## src/swfp_sq_step.sv

```systemverilog
`timescale 1ns / 1ps
// ----------------------------------------------------------------------------
// swfp_sq_step
// One log2 fraction bit: square the Q1.31 mantissa, renormalize, emit bit.
// ----------------------------------------------------------------------------
module swfp_sq_step (
	input  logic        clk,
	input  logic        en,
	input  logic [31:0] m_in,
	input  logic [15:0] frac_in,
	output logic [31:0] m_out,
	output logic [15:0] frac_out
);
	logic [63:0] sq;
	logic [32:0] t;

	assign sq = m_in * m_in;
	assign t  = sq[63:31];

	always_ff @(posedge clk) begin
		if (en) begin
			m_out    <= t[32] ? t[32:1] : t[31:0];
			frac_out <= {frac_in[14:0], t[32]};
		end
	end
endmodule

```

## config.mk

```make
export PLATFORM = sky130hd
export DESIGN_NAME = swfp_sq_step
export DESIGN_NICKNAME = d
export VERILOG_FILES = /design/src/swfp_sq_step.sv
export SDC_FILE = /design/constraint.sdc
export NUM_CORES = 2
export LEC_CHECK = 0
export BUFFER_PORTS_ARGS = -buffer_cell sky130_fd_sc_hd__buf_2
export CAP_MARGIN = 20
export CELL_PAD_IN_SITES_DETAIL_PLACEMENT = 1
export CELL_PAD_IN_SITES_GLOBAL_PLACEMENT = 1
export CORE_UTILIZATION = 40
export CTS_CLUSTER_DIAMETER = 120
export DETAILED_ROUTE_END_ITERATION = 8
export PLACE_DENSITY_LB_ADDON = 0.25
export RECOVER_POWER = 25
export SETUP_SLACK_MARGIN = 0.4
export SYNTH_ARGS = -nofsm -noshare
export SYNTH_HDL_FRONTEND = slang
export SYNTH_SLANG_ARGS = --single-unit
```

## constraint.sdc

```tcl
create_clock -name clk -period 15.3 [get_ports clk]
set_input_delay 0.765 -clock clk [delete_from_list [all_inputs] [get_ports clk]]
set_output_delay 0.765 -clock clk [all_outputs]
set_load 0.05 [all_outputs]
```

* Yosys cells after proc, flatten, opt, wreduce, memory -nomap -nowiden
Index checks and enable logic that the tools add are counted.
Storage, ports and cells: bits of input ports 50, latch bits 0, RAM bits 0, memories kept 0, output and inout port bits 48, register bits after elaboration 48, memory bits (read-only) 0
Cells by class: reduce and logical (&&, ||, !) cells 0, equality and inequality tests 0, shift-type cells 0, $add $sub $neg 0, bitwise operators 0, multiply operators 1, div/mod/pow operators 0, muxes and demuxes 1, $lt $le $gt $ge 0
Operator list (number):
- 32-bit by 32-bit multiplier with 64-bit output | 1
- 31-bit 2-to-1 mux | 1

* Depth between registers and ports, before layout
depth in word-level cells 2, mapped depth 31

* Worst setup path after synthesis
OpenSTA, ideal clock, no wires.
kind input to register, start point input m_in[3], end point register m_out[28] (data pin), path buffers 4, stages on the path 26, slack 6.837 ns, data arrival time 8.203 ns, library setup time 0.260 ns, path through clkbuf_1 clkbuf_1 nand2_1 fa_1 fa_1 inv_1 fa_1 inv_1 fa_1 inv_1 fa_1 fa_1 fa_1 fa_1 ha_1 buf_2 nand4_2 nor4_2 o2111ai_1 a32oi_2 a31oi_2 o41ai_4 a211oi_4 xnor2_4 buf_6 mux2_2
On the way: cells in the longest elaborated chain, start to end 2
RTL lines:
- from (decl) | RTL line 9 | input logic [31:0] m_in,
- 32-bit by 32-bit multiplier with 64-bit output | RTL line 17 | assign sq = m_in * m_in;
- 31-bit 2-to-1 mux | RTL line 22 | m_out <= t[32] ? t[32:1] : t[31:0];
- to (signal assigned) | RTL line 22
- to (decl) | RTL line 11 | output logic [31:0] m_out,
Every way passes these cells. A chain may end at the register's enable or synchronous reset.

* Worst setup path after layout
start point input m_in[16], end point register m_out[30] (data pin)
On the way: cells in the longest elaborated chain, start to end 2
RTL lines:
- 32-bit by 32-bit multiplier with 64-bit output | RTL line 17
- named net sq[63] | RTL line 14 | logic [63:0] sq;
- 31-bit 2-to-1 mux | RTL line 22
The timed path passes the listed nets, and every way through them passes these cells.

==> qor.txt <==
Syn Inst Count -> 3197
Fin. Hold Viols -> 0
Ratio of cells with drive above 1 in the final layout -> 0.04886
Post-synth EDFFs -> 48
DR pass1 iterations -> 4
Synth Register Bits -> 48
Req. time, crit path -> 15.34 ns
WL per Instance -> 20.42 um
CP delay by family, top -> adder cells
Fin. max-slew vios -> 41
Initial antenna violation count -> 1
Largest net degree at the start of global routing -> 49
MaxCap Viol Count -> 1
Die X -> 279.8 um
Worst hold path cell count -> 1
TritonCTS Buffers -> 5
Row cnt -> 101
Post-route DRC -> 0
Max clock buf depth -> 2
Post-CTS setup buffer count -> 0
First-pass GRT wire length -> 141.5 mm
Final period util -> 0.6695
RSZ-0062 raised after global routing -> false
Final setup viols -> 0
Syn_nets -> 4338
Finished Cell Area -> 32510 sq um
Number of global-route vias before repair -> 25560
Dominant cell by count in the synthesized netlist -> inv_1
Top cells by area, synth -> fa_1 51%, ha_1 12%, inv_1 12%
Initial DRC count -> 789
FILL cells -> 8817
Fmax -> 97.62 MHz
GP Congestion -> 0.9307
Syn Std Cell Area -> 30860 sq um
Synth Flop Type -> edfxtp_1
Hold WC Path Type -> input port to register
Die height -> 279.8 um
Total grt overflow -> 0
Most frequent cell on the critical path -> fa_1
Startpoint types -> input port
Hold Buf Count CTS -> 0
Yosys top cell area share -> 0.5131
WS Path Type -> input port to register
Failing checks -> capacitance limit, slew limit
H-tree depth -> 2
Buffers added on ports -> 96
Die area -> 78260 sq um
Layout area overhead -> 5.360%
Placed Area -> 32370 sq um
Yosys synthesis warning count -> 0
Status -> finished, violations left
Register area share after synthesis -> 0.04671
Setup crit end kind -> register
WP buf/inv -> 8
Initial Utilization -> 0.4056
WP depth -> 27
Fin crit period -> 10.24 ns
Largest stage delay on the critical path -> 0.84 ns
Clk sinks -> 48
Sum of negative setup slack -> 0 ns
Clock slew seen by the registers of the worst setup and hold paths -> 0.06 ns
Final wirelength -> 86.70 mm
Slowest CP cell -> xnor2_4
CP Max Fanout -> 33
# nets final -> 4354
Routed Antenna Nets -> 0
Critical Path AT -> 10.29 ns
CTS tree -> built
Top cells by count, synth -> 978 x inv_1, 791 x fa_1, 300 x ha_1
Netlist cell types -> 70
Worst Tran Pin Value -> 2.276 ns
Post-synth top area cell -> fa_1
Slew headroom -> -0.5171
DPL Wire Length -> 70.03 mm
Number of gates resized after CTS -> 0
Io pins -> 98
Core ar. -> 76080 sq um
GRT Util Overall -> 0.2343
Syn avg cell area -> 9.653 sq um
Vias/cell -> 4.964
Asr flop ratio synth -> 0
Via count -> 21074
CTS Root Cell -> clkbuf_16
==> per-stage QoR <==
step / setup slack [ns] / hold WS [ns] / std cells / utilization
2_1_floorplan: 6.837 / 0.8639 / 3197 / -
5_1_grt: 4.654 / 0.6390 / 4243 / 0.4273
4_1_cts: 5.051 / 0.6404 / 4242 / 0.4273
3_5_place_dp: 4.762 / 0.9438 / 4235 / 0.4255
3_3_place_gp: 4.927 / 0.9410 / 4235 / 0.4255
6_report: 5.056 / 0.6497 / 4245 / 0.4274
==> worst paths after layout <==
| kind | endpoint | start | slack (ns) |
|---|---|---|---|
| max | m_out[30]$_DFFE_PP_ | m_in[16] | 5.06 |
| min | frac_out[13]$_DFFE_PP_ | frac_in[12] | 0.65 |
==> flip-flops by register name, summed over array words and instances, names as in the netlist <==
| name | cells |
|---|---|
| frac_out | 16 |
| m_out | 32 |
==> logic make-up after synthesis <==
group | synth area share
buffers and inverters | 0.1340
AO/OA/AOI/OAI | 0.04817
adder cells (fa/ha/maj) | 0.6348
XOR/XNOR | 0.02331
flip-flops | 0.04671
multiplexers | 0.01135
AND/OR/NAND/NOR | 0.1016
==> cells in the final DEF, fill, tap and decap left out, types with 27 or more instances in the layout <==
cell and instances:
xnor2_1 46, buf_4 27, inv_1 978, edfxtp_1 48
o21ai_0 30, fa_1 791, a21o_1 32, a21oi_1 67
and2_1 230, nand2_1 276, nor2_1 57, ha_1 300
buf_2 95, xor2_1 33
==> area by class of cell <==
| type | count | area [sq um] | area share |
|---|---|---|---|
| repair buffers | 124 | 685.7 | 0.02109 |
| multi-input cells | 2054 | 25280 | 0.7776 |
| well taps | 1030 | 1289 | 0.03964 |
| diodes | 2 | 5.005 | 0.0001539 |
| clock inverters | 2 | 7.507 | 0.0002309 |
| clock buffers | 5 | 125.1 | 0.003848 |
| inverters | 980 | 3679 | 0.1131 |
| flip-flops and latches | 48 | 1441 | 0.04433 |
==> layer usage <==
layer / track usage / routed length, um / vias up
li1: - / - / 9324
met1: 0.2873 / 35060 / 11278
met2: 0.4327 / 46140 / 323
met3: 0.01376 / 1959 / 149
met4: 0.08477 / 3543 / 0
met5: 0 / 0 / -
Power is not shown: default switching activity piles up to over one toggle a cycle in this logic, so the estimate is an artifact.
