<file path="config.mk">
export PLATFORM = sky130hd
export DESIGN_NAME = swfp_div_step
export DESIGN_NICKNAME = d
export VERILOG_FILES = /design/src/swfp_div_step.sv
export SDC_FILE = /design/constraint.sdc
export NUM_CORES = 1
export LEC_CHECK = 0
export BUFFER_PORTS_ARGS = -buffer_cell sky130_fd_sc_hd__buf_2
export CAP_MARGIN = 40
export CELL_PAD_IN_SITES_DETAIL_PLACEMENT = 1
export CELL_PAD_IN_SITES_GLOBAL_PLACEMENT = 2
export CORE_ASPECT_RATIO = 0.6
export CORE_MARGIN = 2
export CORE_UTILIZATION = 28
export CTS_BUF_LIST = sky130_fd_sc_hd__clkbuf_8
export CTS_CLUSTER_DIAMETER = 80
export DETAILED_ROUTE_END_ITERATION = 8
export PLACE_DENSITY_LB_ADDON = 0.2
export SLEW_MARGIN = 5
export SYNTH_ARGS = -nofsm -noshare
export SYNTH_HDL_FRONTEND = slang
export SYNTH_SLANG_ARGS = --single-unit
</file>
<file path="constraint.sdc">
create_clock -name clk -period 3.2 [get_ports clk]
set_input_delay 0.8 -clock clk [delete_from_list [all_inputs] [get_ports clk]]
set_output_delay 0.8 -clock clk [all_outputs]
set_load 0.01 [all_outputs]
</file>
<file path="src/swfp_div_step.sv">
`timescale 1ns / 1ps
// ----------------------------------------------------------------------------
// swfp_div_step
// One restoring division step: one quotient bit per stage.
// ----------------------------------------------------------------------------
module swfp_div_step (
	input  logic        clk,
	input  logic        en,
	input  logic [20:0] rem_in,
	input  logic [19:0] dvs,
	input  logic [7:0]  q_in,
	output logic [20:0] rem_out,
	output logic [7:0]  q_out
);
	logic [21:0] diff;
	logic        ge;

	assign diff = {1'b0, rem_in} - {2'b0, dvs};
	assign ge   = ~diff[21];

	always_ff @(posedge clk) begin
		if (en) begin
			rem_out <= ge ? diff[20:0] : rem_in;
			q_out   <= {q_in[6:0], ge};
		end
	end
endmodule

</file>
# Word level (Yosys, flattened, before mapping)
# Cells that the tools add are included.
[totals]
regBits = 29
in_bits = 51
out_inout_bits = 29
wordCells = 5
[classes]
n_addsub = 1
n_mux = 1
n_bitwise = 1
[op_table]
columns = ["cell", "count"]
rows = [
  ["$sub 21x20->22", 1],
  ["$mux 21", 1],
  ["$not 1->1", 1],
]

# Logic depth before layout (Yosys ltp)
# Gate-level depths: netlist of run 1.
[depth]
ltp_word = 2
ltp_mapped = 11
ltp_nobuf = 9

# Worst setup path before layout of run 1
# Ideal clock, no wire load.
[synth_path]
kind = "input-to-reg"
start = "in dvs[4]"
end = "reg rem_out[10] (data pin)"
setup_ns = 0.260
arrival_time_ns = 2.739
required_ns = 2.940
setup_slack_ns = 0.200
cell_stages = 10
n_path_buf = 1
cell_sequence = "inv_1 ha_1 and2_4 a221oi_4 a21oi_2 o311a_4 nor2_8 inv_4 buf_6 mux2_4"
[synth_between]
elab_chain_cells = 2
[synth_lines]
columns = ["item", "line_no", "rtl"]
rows = [
  ["start, declared", "10", "input logic [19:0] dvs,"],
  ["$sub 21x20->22", "18", "assign diff = {1'b0, rem_in} - {2'b0, dvs};"],
  ["$mux 21", "23", "rem_out <= ge ? diff[20:0] : rem_in;"],
  ["end signal, assigned", "23", ""],
  ["end, declared", "12", "output logic [20:0] rem_out,"],
]
# Every way passes these cells.
# A chain may end at the register's enable or synchronous reset.

# Final worst setup path of run 1
[layout_path]
start = "in rem_in[0]"
end = "reg rem_out[14] (data pin)"
[layout_between]
elab_chain_cells = 2
[layout_lines]
columns = ["item", "line_no", "rtl"]
rows = [
  ["start, declared", "9", "input logic [20:0] rem_in,"],
  ["$sub 21x20->22", "18", ""],
  ["$mux 21", "23", ""],
]
# Every way passes these cells.

==> impl_metrics.yaml, run 1 <==
sta:
  rsz0062_at_grt: "no"
  tightest_slew_ps: 687.1
  finalSetupViolCount: 0
  relSlewSlack_pct: 54.19
  period_minus_slack_ps: 2868
  timing.fmax_mhz: 348.7
  final_hold_viol_count: 0
  period_share_pct: 89.62
  drv_slew: 0
  fin_setup_tns_ps: 0
  setup_ws_ps: 332.1
power:
  p_per_area_nw_per_um2: 433.0
  p_leak_nw: 1.456
  report.power.total_mw: 1.354
  vdd_drop_max_mv: 0.1564
hold_path:
  min_to: "q_out[2]$_DFFE_PP_"
  hp-start: "q_in[1]"
  hold_depth: 1
  hold_path.class: "in2reg"
layout:
  area.sequential_um2: 870.8
  multi_input_area_um2: 1386
  synthToLayoutAreaGrowth_pct: 31.37
  final_util_pct: 38.76
  antenna_cells: 0
  nNetsFinal: 414
  fillers: 954
  layout-drive-gt1-share_pct: 35.57
synth:
  yosys.area_share.adder_pct: 11.35
  synth_nets: 315
  synth_compound_area_share_pct: 21.97
  synthMuxAreaShare_pct: 6.463
  synth_flop_cell: "edfxtp_1"
  synth_top_family_by_area: "compound AO/OA/AOI/OAI gates"
  ys_ff_latch: 29
  yosys-top-cells-area: "edfxtp_1, ha_1, a21oi_1"
  netlist_instances: 243
  yosysUniqueCellTypes: 43
  synth_warnings: 0
  synthXorXnorAreaFrac_pct: 4.782
  synth_edf_count: 29
  synth_top_cell_by_area: "edfxtp_1"
  synth_area_um2: 2381
  synth_async_sr_flop_share_pct: 0
  ys_seq_area_share_pct: 36.57
  synth_top_area_share_pct: 36.57
  yosys.area_share.simple_pct: 13.66
  syn_area_per_cell_um2: 9.798
clock_tree:
  postCtsSetupBuffers: 0
  clock_sink_count: 29
  cts_tree: "done"
  path_clk_slew_ps: 70
  cts_resized: 0
  h-tree-depth: 2
  clock_path_buffers: 2
  clock-root-buffer: "clkbuf_8"
  ctsHoldBuffers: 0
  numCtsBuffers: 5
floorplan:
  die_x_um: 123.1
  core_um2: 8070
  dieArea_um2: 9282
  start_util_pct: 29.50
  die_h_um: 75.43
  floorplan.rows: 25
  ios: 80
global_routing:
  grt_max_degree: 30
  antenna_found_initial: 0
  overflow: 0
  grt_pass1_vias: 2206
  grt_pass1_wl_um: 11850
  grt_use_total_pct: 17.06
route:
  ant_nets: 0
  drtPass1Iterations: 4
  drc: 0
  via_per_inst: 4.905
  wl_per_cell_um: 16.14
  wl_um: 7280
  vias: 2212
  drtIter0Drc: 91
placement:
  dp_slack_ps: 39.74
  dp_hpwl_um: 5951
  globalplace.congestion: 0.8413
  port_buffers: 78
setup_path:
  crit_required_ps: 3240
  cp_max_fo: 3
  crit_arrival_ps: 2910
  crit_slowest_cell: "fa_1"
  crit_type: "in2reg"
  slowest_delay_ps: 400
  cp.depth: 10
  path_cells: "buf_2 > inv_1 > ha_1 > fa_1 > nand2b_1 > a21oi_1 > o21ai_0 > o2bb2ai_1 > xnor2_1 > mux2_4"
  cp_top_family: "compound AO/OA/AOI/OAI gates"
  crit_path_end_kind: "flop"
  cp_num_buf_inv: 2
  crit_path_start_kind: "input pin"
outcome:
  status: "completed"
job:
  drv_cap: 0
[how the worst max path moves through the flow]
stage,end,slack (ps),start
2_1_floorplan,rem_out[10]$_DFFE_PP_,200,dvs[4]
3_3_place_gp,rem_out[14]$_DFFE_PP_,50,rem_in[0]
3_5_place_dp,rem_out[14]$_DFFE_PP_,40,rem_in[0]
4_1_cts,rem_out[14]$_DFFE_PP_,340,rem_in[0]
5_1_grt,rem_out[7]$_DFFE_PP_,210,dvs[3]
6_report,rem_out[14]$_DFFE_PP_,330,rem_in[0]
[final cells by class]
| class | count | share of cell area [%] |
|---|---|---|
| Clock buffer | 5 | 2.200 |
| Clock inverter | 3 | 1.200 |
| Inverter | 25 | 3.080 |
| Multi-Input combinational cell | 184 | 44.32 |
| Sequential cell | 29 | 27.84 |
| Tap cell | 108 | 4.320 |
| Timing Repair Buffer | 97 | 17.04 |
[per-layer routing]
metal	GRT usage [%]	up-vias	part of all wire, %
met4	3.409	0	0
met5	0	-	0
met1	27.43	1037	57
met2	22.96	76	36
met3	3.443	0	7.4
li1	-	1099	-
[Yosys cell counts, types with 4 or more instances]
| cell type | number |
|---|---|
| a21o_1 | 7 |
| and4_1 | 4 |
| o21ai_0 | 15 |
| xnor2_1 | 10 |
| o31ai_1 | 4 |
| nor2b_1 | 4 |
| mux2_4 | 5 |
| nor3_1 | 7 |
| nand2_1 | 16 |
| edfxtp_1 | 29 |
| inv_1 | 24 |
| nor2_1 | 10 |
| mux2_2 | 7 |
| nand2b_1 | 4 |
| a21oi_1 | 25 |
| ha_1 | 20 |
| nand3_1 | 7 |
| and3_1 | 4 |
| o21a_1 | 4 |
[registers in the layout, summed over array words and instances (netlist names)]
| name | cells |
|---|---|
| q_out | 8 |
| rem_out | 21 |
[power by group]
group | total, mW | leakage (nW) | switching (mW) | internal [mW]
Clock | 0.384 | 0.0570 | 0.157 | 0.227
Sequential | 0.496 | 0.284 | 0.0110 | 0.485
Combinational | 0.475 | 1.11 | 0.251 | 0.224
Total | 1.35 | 1.46 | 0.419 | 0.935
[cells in the final DEF, fill, tap and decap left out, types with 3 or more instances in the layout]
master,count
and4_1,4
a21oi_1,25
nand3_1,7
nand2b_1,4
mux2_4,5
o31ai_1,4
o21ai_0,15
buf_2,78
nor2_1,10
nor2b_1,4
xor2_1,3
nand2_1,16
edfxtp_1,29
inv_1,25
o211ai_1,3
a21o_1,7
nor3_1,7
ha_1,20
mux2_2,7
o21a_1,4
xnor2_1,10
and3_1,4
a211o_1,3
buf_4,19
clkbuf_8,5
[stage by stage]
| step | hold slack, ps | instances | area (µm²) |
|---|---|---|---|
| global placement | 976.8 | 443 | 3022 |
| detailed placement | 978.8 | 443 | 3022 |
| CTS | 676.6 | 451 | 3128 |
| global route | 678.1 | 451 | 3128 |
| finish | 687.5 | 451 | 3128 |
| floorplan | 898.9 | 243 | 2381 |
[kinds of logic after synthesis]
logic type | Yosys count
compound gates | 77
xor+xnor | 13
fa+ha+maj | 21
buf+inv | 30
flops | 29
mux | 12
simple gates | 61
Power figures use the tool's default switching activity.
==> run 2: changes to the inputs <==
BUFFER_PORTS_ARGS = -buffer_cell sky130_fd_sc_hd__buf_4   (was -buffer_cell sky130_fd_sc_hd__buf_2)
CORE_UTILIZATION = 31   (was 28)
clock period = 2.9 ns   (was 3.2 ns; I/O delays follow)
==> run 2 against run 1 <==
  * Core utilization is 8.2 points higher
  * Cell count is 3.5% higher
  * Combinational power is 27% higher
  * Die area is 9.3% lower
  * Sequential power is 11% higher
  * Global-route usage is 2.2 points higher
  * Highest routed layer is now met4
  * Worst hold slack worse by 77 ps
  * Routed wire length is 4.6% higher
==> impl_metrics.yaml, run 2 (same netlist as run 1, synthesis figures left out) <==
floorplan:
  core_um2: 7357
  floorplan.rows: 24
  die_h_um: 71.89
  ios: 80
  die_x_um: 117.1
  start_util_pct: 32.36
  dieArea_um2: 8421
placement:
  placed_cells: 459
  dp_slack_ps: -160.3
  place_area_um2: 3374
  port_buffers: 78
  globalplace.congestion: 0.8627
  dp_hpwl_um: 6231
clock_tree:
  numCtsBuffers: 5
  cts_resized: 0
  path_clk_slew_ps: 60
  postCtsSetupBuffers: 0
  cts_tree: "done"
  ctsHoldBuffers: 0
  clock_sink_count: 29
  clock_path_buffers: 2
  h-tree-depth: 2
  clock-root-buffer: "clkbuf_8"
layout:
  multi_input_area_um2: 1399
  synthToLayoutAreaGrowth_pct: 45.19
  final_common_cell: "buf_4"
  layout-drive-gt1-share_pct: 39.67
  stdcell_area_um2: 3457
  antenna_cells: 0
  largest_reg_flops: 21
  nNetsFinal: 434
  fillers: 874
  final_cell_count_no_fill: 467
  largest-register: "rem_out"
  area.sequential_um2: 870.8
  top_regs: "rem_out: 21 flops, q_out: 8 flops"
  mostFrequentLayoutCells: "buf_4, edfxtp_1, inv_1, a21oi_1, ha_1"
route:
  drtIter0Drc: 145
  drtPass1Iterations: 4
  drc: 0
  wl_per_cell_um: 16.31
  vias: 2257
  wl_um: 7617
  via_per_inst: 4.833
  ant_nets: 0
setup_path:
  crit_arrival_ps: 2790
  crit_path_end_kind: "flop"
  cp.depth: 9
  crit_slowest_cell: "ha_1"
  cp_max_fo: 14
  slowest_delay_ps: 400
  crit_required_ps: 2940
  crit_type: "in2reg"
  cp_num_buf_inv: 2
  startpoint: "rem_in[16]"
  crit_path_start_kind: "input pin"
  endpoint: "rem_out[3]$_DFFE_PP_"
  path_cells: "buf_4 > ha_1 > nand2_1 > o21a_1 > o21ai_0 > a211o_1 > nor2_8 > inv_4 > mux2_2"
  cp_top_family: "compound AO/OA/AOI/OAI gates"
sta:
  fin_setup_tns_ps: 0
  final_hold_viol_count: 0
  period_share_pct: 94.95
  rsz0062_at_grt: "no"
  drv_slew: 0
  finalSetupViolCount: 0
  relSlewSlack_pct: 69.81
  setup_ws_ps: 146.6
  period_minus_slack_ps: 2753
  whs_ps: 610.9
  timing.fmax_mhz: 363.2
  tightest_slew_ps: 451.9
outcome:
  status: "completed"
power:
  swShare_pct: 32.44
  p_per_area_nw_per_um2: 434.6
  intPower_mw: 1.015
  p_clk_share_pct: 23.2
  p_leak_nw: 1.617
  vdd_drop_max_mv: 0.1542
  switchingPower_uw: 487.3
  p_comb_share_pct: 40.2
  seqPwrFrac_pct: 36.6
hold_path:
  hp-start: "q_in[6]"
  hold_path.class: "in2reg"
global_routing:
  antenna_found_initial: 0
  overflow: 0
  grt_max_degree: 30
  grt_use_total_pct: 19.29
  grt_pass1_vias: 2318
  grt_pass1_wl_um: 12130
job:
  drv_cap: 0
[run 2: routing by layer]
| metal | vias up | GRT usage [%] | part of all wire, % |
|---|---|---|---|
| li1 | 1136 | - | - |
| met1 | 1037 | 29.36 | 53 |
| met3 | 8 | 3.553 | 6.8 |
| met5 | - | 0 | 0 |
| met2 | 76 | 27.84 | 39 |
| met4 | 0 | 5.098 | 1.1 |
[run 2: per-stage QoR]
stage	utilization [%]	power, mW
2_1_floorplan	-	0.8785
3_3_place_gp	45.87	1.149
3_5_place_dp	45.87	1.162
4_1_cts	46.99	1.517
5_1_grt	46.99	1.593
6_report	46.99	1.502
[run 2: power by group through the flow]
| stage | sequential, mW | clock (mW) | combinational (mW) |
|---|---|---|---|
| 4_1_cts | 0.551 | 0.360 | 0.606 |
| 3_3_place_gp | 0.559 | 0 | 0.590 |
| 3_5_place_dp | 0.560 | 0 | 0.602 |
| 2_1_floorplan | 0.590 | 0 | 0.289 |
| 6_report | 0.550 | 0.349 | 0.604 |
| 5_1_grt | 0.556 | 0.375 | 0.663 |
[run 2: how the worst min path moves through the flow]
stage,to,slack [ps],cells past startpoint
6_report,q_out[7]$_DFFE_PP_,610,1
5_1_grt,q_out[5]$_DFFE_PP_,610,1
4_1_cts,q_out[7]$_DFFE_PP_,600,1
3_5_place_dp,q_out[7]$_DFFE_PP_,910,1
3_3_place_gp,q_out[7]$_DFFE_PP_,900,1
2_1_floorplan,q_out[1]$_DFFE_PP_,820,0
[run 2: final cells by class]
cell class	instances	area share (%)
Clock inverter	3	0.3981
Timing Repair Buffer	117	25.41
Sequential cell	29	25.19
Clock buffer	5	1.991
Inverter	25	2.787
Tap cell	104	3.764
Multi-Input combinational cell	184	40.46
